$ cat config.mk
export PLATFORM = sky130hd
export DESIGN_NAME = gecq_ram
export DESIGN_NICKNAME = d
export VERILOG_FILES = /design/src/rtl/gecq_ram.sv
export SDC_FILE = /design/constraint.sdc
export NUM_CORES = 1
export LEC_CHECK = 0
export ABC_AREA = 1
export BUFFER_PORTS_ARGS = -buffer_cell sky130_fd_sc_hd__buf_2
export CORE_ASPECT_RATIO = 0.9
export CORE_MARGIN = 2
export CORE_UTILIZATION = 25
export DETAILED_ROUTE_END_ITERATION = 16
export SYNTH_ARGS = -nofsm -noshare
export SYNTH_HDL_FRONTEND = slang
export SYNTH_SLANG_ARGS = --single-unit
$ cat constraint.sdc
create_clock -name clk -period 1.15 [get_ports clk]
set_input_delay 0.23 -clock clk [delete_from_list [all_inputs] [get_ports clk]]
set_output_delay 0.23 -clock clk [all_outputs]
set_load 0.05 [all_outputs]
$ cat src/rtl/gecq_ram.sv
module gecq_ram #(
	parameter int WIDTH = 8,
	parameter int DEPTH = 16
) (
	input  logic                                  clk,
	input  logic                                  we,
	input  logic [(DEPTH > 1 ? $clog2(DEPTH) : 1)-1:0] waddr,
	input  logic [WIDTH-1:0]                      wdata,
	input  logic [(DEPTH > 1 ? $clog2(DEPTH) : 1)-1:0] raddr,
	output logic [WIDTH-1:0]                      rdata
);

	logic [WIDTH-1:0] mem [DEPTH];

	// Write one word, read one word registered
	always_ff @(posedge clk) begin
		if (we) begin
			mem[waddr] <= wdata;
		end
		rdata <= mem[raddr];
	end

endmodule

==> metrics.txt, run 1 <==
# TYPE chip_impl_metric gauge
chip_impl_metric{name="drive_gt1_frac",unit=""} 0.1610
chip_impl_metric{name="postCtsSetupBuffers",unit=""} 0
chip_impl_metric{name="power.share.combinational",unit=""} 0.079
chip_impl_metric{name="worst_path_arrival_time",unit="ns"} 0.93
chip_impl_metric{name="cp_num_buf_inv",unit=""} 1
chip_impl_metric{name="grt_start_max_net_pins",unit=""} 33
chip_impl_metric{name="detail_route.drc_violations",unit=""} 0
chip_impl_metric{name="drt-vias-per-instance",unit=""} 4.205
chip_impl_metric{name="first_iter_violations",unit=""} 371
chip_impl_metric{name="synth_top_cell_area_share",unit=""} 0.6665
chip_impl_metric{name="area_delta_synth_final",unit="%"} 23.37
chip_impl_metric{name="power.share.switching",unit=""} 0.2288
chip_impl_metric{name="worst-slew-pin-transition",unit="ns"} 0.3867
chip_impl_metric{name="placedInstanceArea",unit="um^2"} 6470
chip_impl_metric{name="worstPathRequired",unit="ns"} 0.92
chip_impl_metric{name="synth.net_count",unit=""} 569
chip_impl_metric{name="grt.met3_usage",unit=""} 0.03318
chip_impl_metric{name="internal_power",unit="uW"} 9008
chip_impl_metric{name="finalHoldViolations",unit=""} 0
chip_impl_metric{name="p_leak",unit="uW"} 0.003031
chip_impl_metric{name="grt_overflow",unit=""} 0
chip_impl_metric{name="fmaxAchievable",unit="GHz"} 0.8591
chip_impl_info{name="outcome",value="finished with violations"} 1
chip_impl_info{name="cp_slowest_cell",value="sky130_fd_sc_hd__dfxtp_4"} 1
chip_impl_metric{name="final_wtd_congestion",unit=""} 0.7839
chip_impl_metric{name="worst_path_fanout_max",unit=""} 1
chip_impl_metric{name="post_synthesis_cell_area",unit="um^2"} 5767
chip_impl_metric{name="synth_seq_area_share",unit=""} 0.6943
chip_impl_metric{name="detail_route.wirelength",unit="um"} 13860
chip_impl_metric{name="clock_latency",unit="ns"} 0.42
chip_impl_metric{name="htreeDepth",unit=""} 4
chip_impl_info{name="commonest_cells_after_routing_fill_and_taps_aside",value="sky130_fd_sc_hd__nand2_1 (173), sky130_fd_sc_hd__edfxtp_1 (128), sky130_fd_sc_hd__inv_1 (100)"} 1
chip_impl_metric{name="drt_first_pass_iters",unit=""} 5
chip_impl_metric{name="final_period_demand_of_the_worst_path",unit="ns"} 1.164
chip_impl_metric{name="peakVddDrop",unit="uV"} 915.0
chip_impl_info{name="grt_setup_unrepaired",value="yes"} 1
chip_impl_metric{name="antenna_found_initial",unit=""} 0
chip_impl_metric{name="chipWidth",unit="um"} 164.1
chip_impl_info{name="hold_path_class",value="in2reg"} 1
chip_impl_metric{name="num_io_pins",unit=""} 26
chip_impl_metric{name="clockPowerShare",unit=""} 0.442
chip_impl_metric{name="antenna-diode-count",unit=""} 0
chip_impl_metric{name="detail_route.wl_per_cell",unit="um"} 15.09
chip_impl_metric{name="cts_resized",unit=""} 28
chip_impl_info{name="violations",value="negative setup slack"} 1
chip_impl_metric{name="global_route.usage.met2",unit=""} 0.1812
chip_impl_info{name="series_of_cell_instances_along_the_critical_path",value="buf_8"} 1
chip_impl_metric{name="clock_path_buffers",unit=""} 2
chip_impl_metric{name="fin_worst_skew",unit="ns"} 0.005937
chip_impl_metric{name="grt_pass1_vias",unit=""} 3762
chip_impl_metric{name="power.total",unit="uW"} 11680
chip_impl_metric{name="timing.max_cap.violations",unit=""} 0
chip_impl_metric{name="setup_viol_count_final",unit=""} 2
chip_impl_info{name="critical_path.top_delay_family",value="flip-flops"} 1
chip_impl_metric{name="synth_seq_cells",unit=""} 136
chip_impl_metric{name="numCtsBuffers",unit=""} 17
chip_impl_info{name="final_common_cell",value="sky130_fd_sc_hd__nand2_1"} 1
chip_impl_metric{name="layout.nets",unit=""} 627
chip_impl_metric{name="floorplan.initialDensity",unit=""} 0.2554
chip_impl_metric{name="drt.antenna.violating_nets",unit=""} 0
chip_impl_metric{name="seq_power_share",unit=""} 0.479
chip_impl_metric{name="final-max-slew-violation-count",unit=""} 0
chip_impl_metric{name="path_clk_slew",unit="ns"} 0.06
chip_impl_metric{name="syn-instance-count",unit=""} 551
chip_impl_metric{name="place.port_buffers",unit=""} 25
chip_impl_metric{name="gr-usage-all-layers",unit=""} 0.1212
chip_impl_metric{name="synth_area_per_cell",unit="um^2"} 10.47
chip_impl_metric{name="slew_headroom",unit=""} 0.7422
chip_impl_metric{name="grt_pass1_wl",unit="um"} 21680
chip_impl_metric{name="place.detailed.hpwl",unit="um"} 8823
chip_impl_info{name="tritoncts_clock_tree",value="built"} 1
chip_impl_metric{name="timing.final.ws_setup",unit="ns"} -0.01395
chip_impl_info{name="synthDominantAreaCellType",value="sky130_fd_sc_hd__edfxtp_1"} 1
chip_impl_metric{name="critical-path-max-stage-delay",unit="ns"} 0.37
chip_impl_info{name="buffer_type_at_the_clock_tree_root",value="sky130_fd_sc_hd__clkbuf_16"} 1
chip_impl_metric{name="synth_cell_type_count",unit=""} 12
chip_impl_info{name="most_heavily_used_metal_layer_in_global_routing",value="met2"} 1
chip_impl_metric{name="number_of_buffers_added_to_fix_hold_violations_after_cts",unit=""} 0
chip_impl_metric{name="clock_sinks",unit=""} 136
chip_impl_metric{name="chipHeight",unit="um"} 148.1
chip_impl_metric{name="die-area",unit="um^2"} 24300
chip_impl_metric{name="finalInstanceArea",unit="um^2"} 7114
chip_impl_info{name="timing_worst_setup_path_type",value="reg2out"} 1
chip_impl_metric{name="yosysWarningCount",unit=""} 0
chip_impl_info{name="synth_area_leaders",value="sky130_fd_sc_hd__edfxtp_1 (67%), sky130_fd_sc_hd__nand2_1 (11%), sky130_fd_sc_hd__nand3_1 (8.4%), sky130_fd_sc_hd__inv_1 (6.5%), sky130_fd_sc_hd__dfxtp_1 (2.8%)"} 1
chip_impl_metric{name="grt_util_met1",unit=""} 0.1717
chip_impl_metric{name="p_switching",unit="uW"} 2672
chip_impl_metric{name="placementRows",unit=""} 52
chip_impl_metric{name="power_density_over_the_cells",unit="nW/um^2"} 1642
chip_impl_info{name="critPathCaptureType",value="output pin"} 1
chip_impl_metric{name="vias",unit=""} 3860
chip_impl_metric{name="layout_worst_path_cycle_share",unit=""} 1.012
chip_impl_metric{name="core-area",unit="um^2"} 22580
chip_impl_info{name="critical_path.startpoint_type",value="register"} 1
worst register-to-register path, delay by kind of cell (launching register included):
family / cells / cell delay, ns
flops: 1 / 0.37
simple gates: 6 / 0.56
sequential cells by signal, indices dropped and copies added (netlist names):
name	count
mem	128
rdata	8
cell families (layout without fill, tap and decap cells):
| logic type | Yosys count | in the layout | synth area share |
|---|---|---|---|
| flip-flops | 136 | 136 | 0.6943 |
| buffers and inverters | 126 | 196 | 0.09525 |
| AND/OR/NAND/NOR | 289 | 289 | 0.2105 |
routing by layer:
metal / vias up / part of all wire
met5: - / 0
li1: 1889 / -
met4: 0 / 0.012
met2: 122 / 0.45
met3: 15 / 0.055
met1: 1834 / 0.49
power by group through the flow:
stage	Sequential (uW)	Combinational (uW)	Clock, uW
4_1_cts	5600	928	5240
3_5_place_dp	5680	869	0
5_1_grt	5610	1010	5430
2_1_floorplan	5780	391	0
3_3_place_gp	5690	860	0
6_report	5600	923	5160
per-stage QoR:
step	std cells	setup WS [ns]	hold WS, ns	util	TNS, ns
finish	918	-0.01395	0.2291	0.3151	-0.01946
global route	918	-0.03963	0.2204	0.3151	-0.1317
CTS	918	-0.03057	0.2123	0.3148	-0.09735
detailed placement	887	-0.2218	0.6600	0.2866	-7.065
global placement	887	-0.1848	0.6457	0.2866	-5.869
floorplan	551	-0.03084	0.3289	-	-1.974
layout make-up:
type / instances / area [um^2]
Fill cell: 2279 / 15460
Sequential cell: 136 / 4016
Multi-Input combinational cell: 289 / 1214
Timing Repair Buffer: 63 / 570.5
Clock buffer: 17 / 425.4
Inverter: 102 / 382.9
Tap cell: 297 / 371.6
Clock inverter: 14 / 133.9
path summary, 6_finish.rpt:
| kind | startpoint | end | slack [ns] | cells after the start |
|---|---|---|---|---|
| setup / recovery | rdata[3] | rdata[3] | -0.01 | 1 |
| hold / removal | wdata[0] | mem[3][0] | 0.23 | 1 |
| setup reg to reg | mem[3][1] | rdata[1] | 0.12 | 6 |
| hold reg to reg | mem[14][3] | rdata[3] | 0.68 | 6 |
synthesized netlist by cell type:
| cell | n |
|---|---|
| sky130_fd_sc_hd__nand2_1 | 173 |
| sky130_fd_sc_hd__edfxtp_1 | 128 |
| sky130_fd_sc_hd__inv_1 | 100 |
| sky130_fd_sc_hd__nand3_1 | 97 |
| sky130_fd_sc_hd__nor2_1 | 17 |
| sky130_fd_sc_hd__buf_2 | 13 |
| sky130_fd_sc_hd__dfxtp_1 | 8 |
| sky130_fd_sc_hd__buf_6 | 6 |
| sky130_fd_sc_hd__buf_4 | 4 |
| sky130_fd_sc_hd__inv_2 | 2 |
| sky130_fd_sc_hd__nand3b_1 | 2 |
| sky130_fd_sc_hd__buf_1 | 1 |
No activity file was read; power rests on OpenSTA's default activity.
==> inputs of run 2 (changes only) <==
--- a/config.mk
+++ b/config.mk
@@ -5,12 +5,12 @@
 export SDC_FILE = /design/constraint.sdc
 export NUM_CORES = 1
 export LEC_CHECK = 0
-export ABC_AREA = 1
 export BUFFER_PORTS_ARGS = -buffer_cell sky130_fd_sc_hd__buf_2
 export CORE_ASPECT_RATIO = 0.9
 export CORE_MARGIN = 2
-export CORE_UTILIZATION = 25
+export CORE_UTILIZATION = 45
 export DETAILED_ROUTE_END_ITERATION = 16
+export PLACE_DENSITY = 0.71
 export SYNTH_ARGS = -nofsm -noshare
 export SYNTH_HDL_FRONTEND = slang
 export SYNTH_SLANG_ARGS = --single-unit
==> run 2 against run 1 <==
Compared with the run above:
- worst setup slack worse by 0.15 ns
- the run still ends with negative setup slack left
- clock skew hardly changed
- highest routed layer unchanged
- sequential power hardly changed
- worst hold slack got worse by 0.0097 ns
==> metrics.txt, run 2 <==
# TYPE chip_impl_metric gauge
chip_impl_info{name="final_common_cell",value="sky130_fd_sc_hd__edfxtp_1"} 1
chip_impl_metric{name="chipHeight",unit="um"} 105.5
chip_impl_metric{name="postSynth.asyncResetShare",unit=""} 0
chip_impl_metric{name="place.detailed.hpwl",unit="um"} 6431
chip_impl_info{name="critPathCaptureType",value="register"} 1
chip_impl_metric{name="floorplan.initialDensity",unit=""} 0.4557
chip_impl_metric{name="critical-path-max-stage-delay",unit="ns"} 0.47
chip_impl_metric{name="layout.filler_cells",unit=""} 823
chip_impl_metric{name="layout_worst_path_cycle_share",unit=""} 1.145
chip_impl_metric{name="number_of_buffers_added_to_fix_hold_violations_after_cts",unit=""} 0
chip_impl_metric{name="hold_path_depth",unit=""} 1
chip_impl_metric{name="core-area",unit="um^2"} 11300
chip_impl_metric{name="synth_area_per_cell",unit="um^2"} 22.48
chip_impl_metric{name="synth_seq_cells",unit=""} 136
chip_impl_metric{name="chipWidth",unit="um"} 116.7
chip_impl_metric{name="synth.net_count",unit=""} 247
chip_impl_info{name="synth_top_family_by_area",value="multiplexers"} 1
chip_impl_metric{name="syn-instance-count",unit=""} 229
chip_impl_metric{name="clock_sinks",unit=""} 136
chip_impl_metric{name="synth_seq_area_share",unit=""} 0.7778
chip_impl_metric{name="power.share.switching",unit=""} 0.2043
chip_impl_metric{name="synth_top_cell_area_share",unit=""} 0.7467
chip_impl_metric{name="drt.antenna.violating_nets",unit=""} 0
chip_impl_info{name="cp_slowest_cell",value="sky130_fd_sc_hd__mux4_2"} 1
chip_impl_metric{name="seq_power_share",unit=""} 0.474
chip_impl_metric{name="worst_path_arrival_time",unit="ns"} 1.59
chip_impl_metric{name="power.share.combinational",unit=""} 0.067
chip_impl_info{name="top_regs",value="mem x128, rdata x8"} 1
chip_impl_metric{name="power_density_over_the_cells",unit="nW/um^2"} 1798
chip_impl_metric{name="vias",unit=""} 2523
chip_impl_metric{name="gr-usage-all-layers",unit=""} 0.1860
chip_impl_metric{name="antenna-diode-count",unit=""} 0
chip_impl_metric{name="setup_total_negative_slack",unit="ns"} -1.061
chip_impl_metric{name="synth_cell_type_count",unit=""} 19
chip_impl_metric{name="grt_pass1_wl",unit="um"} 15890
chip_impl_info{name="buffer_type_at_the_clock_tree_root",value="sky130_fd_sc_hd__clkbuf_16"} 1
chip_impl_metric{name="clock_latency",unit="ns"} 0.41
chip_impl_metric{name="first_iter_violations",unit=""} 278
chip_impl_metric{name="timing.reg2reg.setup_slack",unit="ns"} -0.17
chip_impl_metric{name="fin_worst_skew",unit="ns"} 0.005802
chip_impl_metric{name="grt_start_max_net_pins",unit=""} 21
chip_impl_metric{name="timing.max_cap.violations",unit=""} 0
chip_impl_info{name="synthDominantAreaCellType",value="sky130_fd_sc_hd__edfxtp_1"} 1
chip_impl_metric{name="htreeDepth",unit=""} 4
chip_impl_metric{name="numCtsBuffers",unit=""} 17
chip_impl_info{name="synth_flop_cell",value="sky130_fd_sc_hd__edfxtp_1"} 1
chip_impl_info{name="violations",value="negative setup slack"} 1
chip_impl_metric{name="fin_hold_ws",unit="ns"} 0.2194
chip_impl_metric{name="layout.nets",unit=""} 321
chip_impl_info{name="worst_r2r_startpoint",value="mem[1][6]"} 1
chip_impl_metric{name="worst_path_fanout_max",unit=""} 1
chip_impl_metric{name="cp_num_buf_inv",unit=""} 0
chip_impl_metric{name="num_io_pins",unit=""} 26
chip_impl_metric{name="synth-xor-area-share",unit=""} 0
chip_impl_metric{name="power.total",unit="uW"} 11820
chip_impl_metric{name="place.port_buffers",unit=""} 25
chip_impl_metric{name="grt_pass1_vias",unit=""} 2660
chip_impl_metric{name="final_wtd_congestion",unit=""} 0.7970
chip_impl_metric{name="synth-edff-count",unit=""} 128
chip_impl_info{name="hold_path_end",value="mem[5][5]"} 1
chip_impl_metric{name="final-max-slew-violation-count",unit=""} 0
chip_impl_info{name="critical_path.top_delay_family",value="multiplexers"} 1
chip_impl_metric{name="synth.area.mux_share",unit=""} 0.1502
chip_impl_metric{name="fmaxAchievable",unit="GHz"} 0.7592
chip_impl_info{name="registers.top_by_ff_count",value="mem"} 1
chip_impl_info{name="outcome",value="finished with violations"} 1
chip_impl_metric{name="fraction_of_the_mapped_netlist_area_in_compound_gates",unit=""} 0.02333
chip_impl_info{name="grt_setup_unrepaired",value="yes"} 1
chip_impl_metric{name="drt_first_pass_iters",unit=""} 5
chip_impl_metric{name="placementRows",unit=""} 37
chip_impl_metric{name="worst-slew-pin-transition",unit="ns"} 0.8633
chip_impl_info{name="hold_start",value="wdata[5]"} 1
chip_impl_metric{name="post_synthesis_simple_gate_area_fraction",unit=""} 0.03184
chip_impl_metric{name="drt-vias-per-instance",unit=""} 5.345
chip_impl_metric{name="slew_headroom",unit=""} 0.4223
chip_impl_metric{name="p_switching",unit="uW"} 2415
chip_impl_metric{name="drive_gt1_frac",unit=""} 0.4842
chip_impl_metric{name="yosysWarningCount",unit=""} 0
chip_impl_metric{name="post_synthesis_cell_area",unit="um^2"} 5147
chip_impl_metric{name="setup_viol_count_final",unit=""} 8
chip_impl_info{name="critical_path.startpoint_type",value="register"} 1
chip_impl_metric{name="die-area",unit="um^2"} 12310
chip_impl_metric{name="final_period_demand_of_the_worst_path",unit="ns"} 1.317
chip_impl_metric{name="detail_route.wl_per_cell",unit="um"} 21.75
chip_impl_info{name="hold_path_class",value="in2reg"} 1
chip_impl_metric{name="path_clk_slew",unit="ns"} 0.06
chip_impl_metric{name="internal_power",unit="uW"} 9406
chip_impl_metric{name="clock_path_buffers",unit=""} 2
chip_impl_metric{name="finalInstanceArea",unit="um^2"} 6574
chip_impl_metric{name="clockPowerShare",unit=""} 0.459
chip_impl_info{name="r2r-end",value="rdata[6]"} 1
chip_impl_metric{name="placedInstanceArea",unit="um^2"} 5877
chip_impl_metric{name="detail_route.drc_violations",unit=""} 0
chip_impl_info{name="series_of_cell_instances_along_the_critical_path",value="mux4_2 -> a22oi_2 -> nand2_1"} 1
chip_impl_metric{name="timing.reg2reg.worst_path_depth",unit=""} 3
chip_impl_info{name="timing_worst_setup_path_type",value="reg2reg"} 1
chip_impl_metric{name="grt_overflow",unit=""} 0
chip_impl_metric{name="worstPathRequired",unit="ns"} 1.43
chip_impl_metric{name="timing.final.ws_setup",unit="ns"} -0.1671
chip_impl_metric{name="antenna_found_initial",unit=""} 0
chip_impl_metric{name="area_delta_synth_final",unit="%"} 27.71
chip_impl_metric{name="flip_flop_count_of_the_largest_register_all_copies_and_words_added",unit=""} 128
chip_impl_info{name="synth.cells.most_frequent",value="sky130_fd_sc_hd__edfxtp_1 (128), sky130_fd_sc_hd__mux4_2 (18), sky130_fd_sc_hd__a22oi_1 (16), sky130_fd_sc_hd__mux4_1 (14), sky130_fd_sc_hd__nor2_1 (13)"} 1
chip_impl_info{name="commonest_cells_after_routing_fill_and_taps_aside",value="sky130_fd_sc_hd__edfxtp_1 (128), sky130_fd_sc_hd__mux4_2 (32), sky130_fd_sc_hd__buf_4 (26)"} 1
chip_impl_metric{name="finalHoldViolations",unit=""} 0
chip_impl_info{name="synth.most_common_cell",value="sky130_fd_sc_hd__edfxtp_1"} 1
chip_impl_metric{name="p_leak",unit="uW"} 0.002218
chip_impl_metric{name="peakVddDrop",unit="uV"} 923.1
chip_impl_info{name="tritoncts_clock_tree",value="built"} 1
chip_impl_metric{name="synthAdderAreaFrac",unit=""} 0
chip_impl_info{name="synth_area_leaders",value="sky130_fd_sc_hd__edfxtp_1 (75%), sky130_fd_sc_hd__mux4_2 (7.9%), sky130_fd_sc_hd__mux4_1 (7.1%), sky130_fd_sc_hd__dfxtp_1 (3.1%), sky130_fd_sc_hd__a22oi_1 (2.3%)"} 1
chip_impl_metric{name="detail_route.wirelength",unit="um"} 10270
-- run 2: cell types whose count changed after synthesis, sizes merged, moves of 2 or more --
cell,previous run,this run
a22oi,0,16
buf,24,7
clkdlybuf4s25,0,3
inv,102,0
mux4,0,32
nand2,173,9
nand2b,0,2
nand3,97,1
nor2,17,13
nor3,0,4
-- run 2: how the worst max path moves through the flow --
stage	start	end	slack, ns	cells past startpoint
after floorplan	waddr[2]	mem[0][0]	-0.18	2
after global placement	raddr[0]	rdata[3]	-0.60	6
after detailed placement	raddr[0]	rdata[3]	-0.61	6
after CTS	mem[1][6]	rdata[6]	-0.15	3
after global routing	mem[1][6]	rdata[6]	-0.21	3
final	mem[1][6]	rdata[6]	-0.17	3
-- run 2: cell families after synthesis --
logic type             Yosys count
buffers and inverters           10
muxes                           32
and+or+nand+nor                 35
AOI/OAI and AO/OA               16
DFF                            136
-- run 2: power by group through the flow --
stage	logic, uW	registers (uW)	clock network (uW)
after floorplan	319	5790	0
after global placement	718	5680	0
after detailed placement	729	5680	0
after CTS	793	5590	5500
after global routing	850	5600	5740
final	793	5600	5430
-- run 2: layer usage --
metal / wire length [um] / up-vias / global-route usage / part of all wire
met4: 108 / 0 / 0.05882 / 0.011
li1: - / 1104 / - / -
met2: 5331 / 80 / 0.2882 / 0.52
met1: 4231 / 1330 / 0.2595 / 0.41
met5: 0 / - / 0 / 0
met3: 596 / 9 / 0.05003 / 0.058
-- run 2: through the flow --
stage | instances | util | worst slack (ns)
after floorplan | 229 | - | -0.1830
after global placement | 440 | 0.5203 | -0.5964
after detailed placement | 440 | 0.5203 | -0.6082
after CTS | 472 | 0.5805 | -0.1462
after global routing | 472 | 0.5820 | -0.2140
final | 472 | 0.5820 | -0.1671
-- run 2: layout make-up --
| cell class | count | area, um^2 | area share |
|---|---|---|---|
| clock buffer | 19 | 452.9 | 0.06890 |
| sequential | 136 | 4014 | 0.6106 |
| timing repair buffer | 65 | 661.9 | 0.1007 |
| clock inverter | 13 | 151.4 | 0.02303 |
| multi-input combinational | 83 | 1099 | 0.1671 |
| tap | 156 | 195.2 | 0.02969 |
-- run 2: what timing repair did --
action / 4_1_cts / 5_1_grt
setup endpoints to repair: 16 / 14
pin swaps: 2 / 0
resized for setup: 26 / 6
setup buffers: 0 / 0
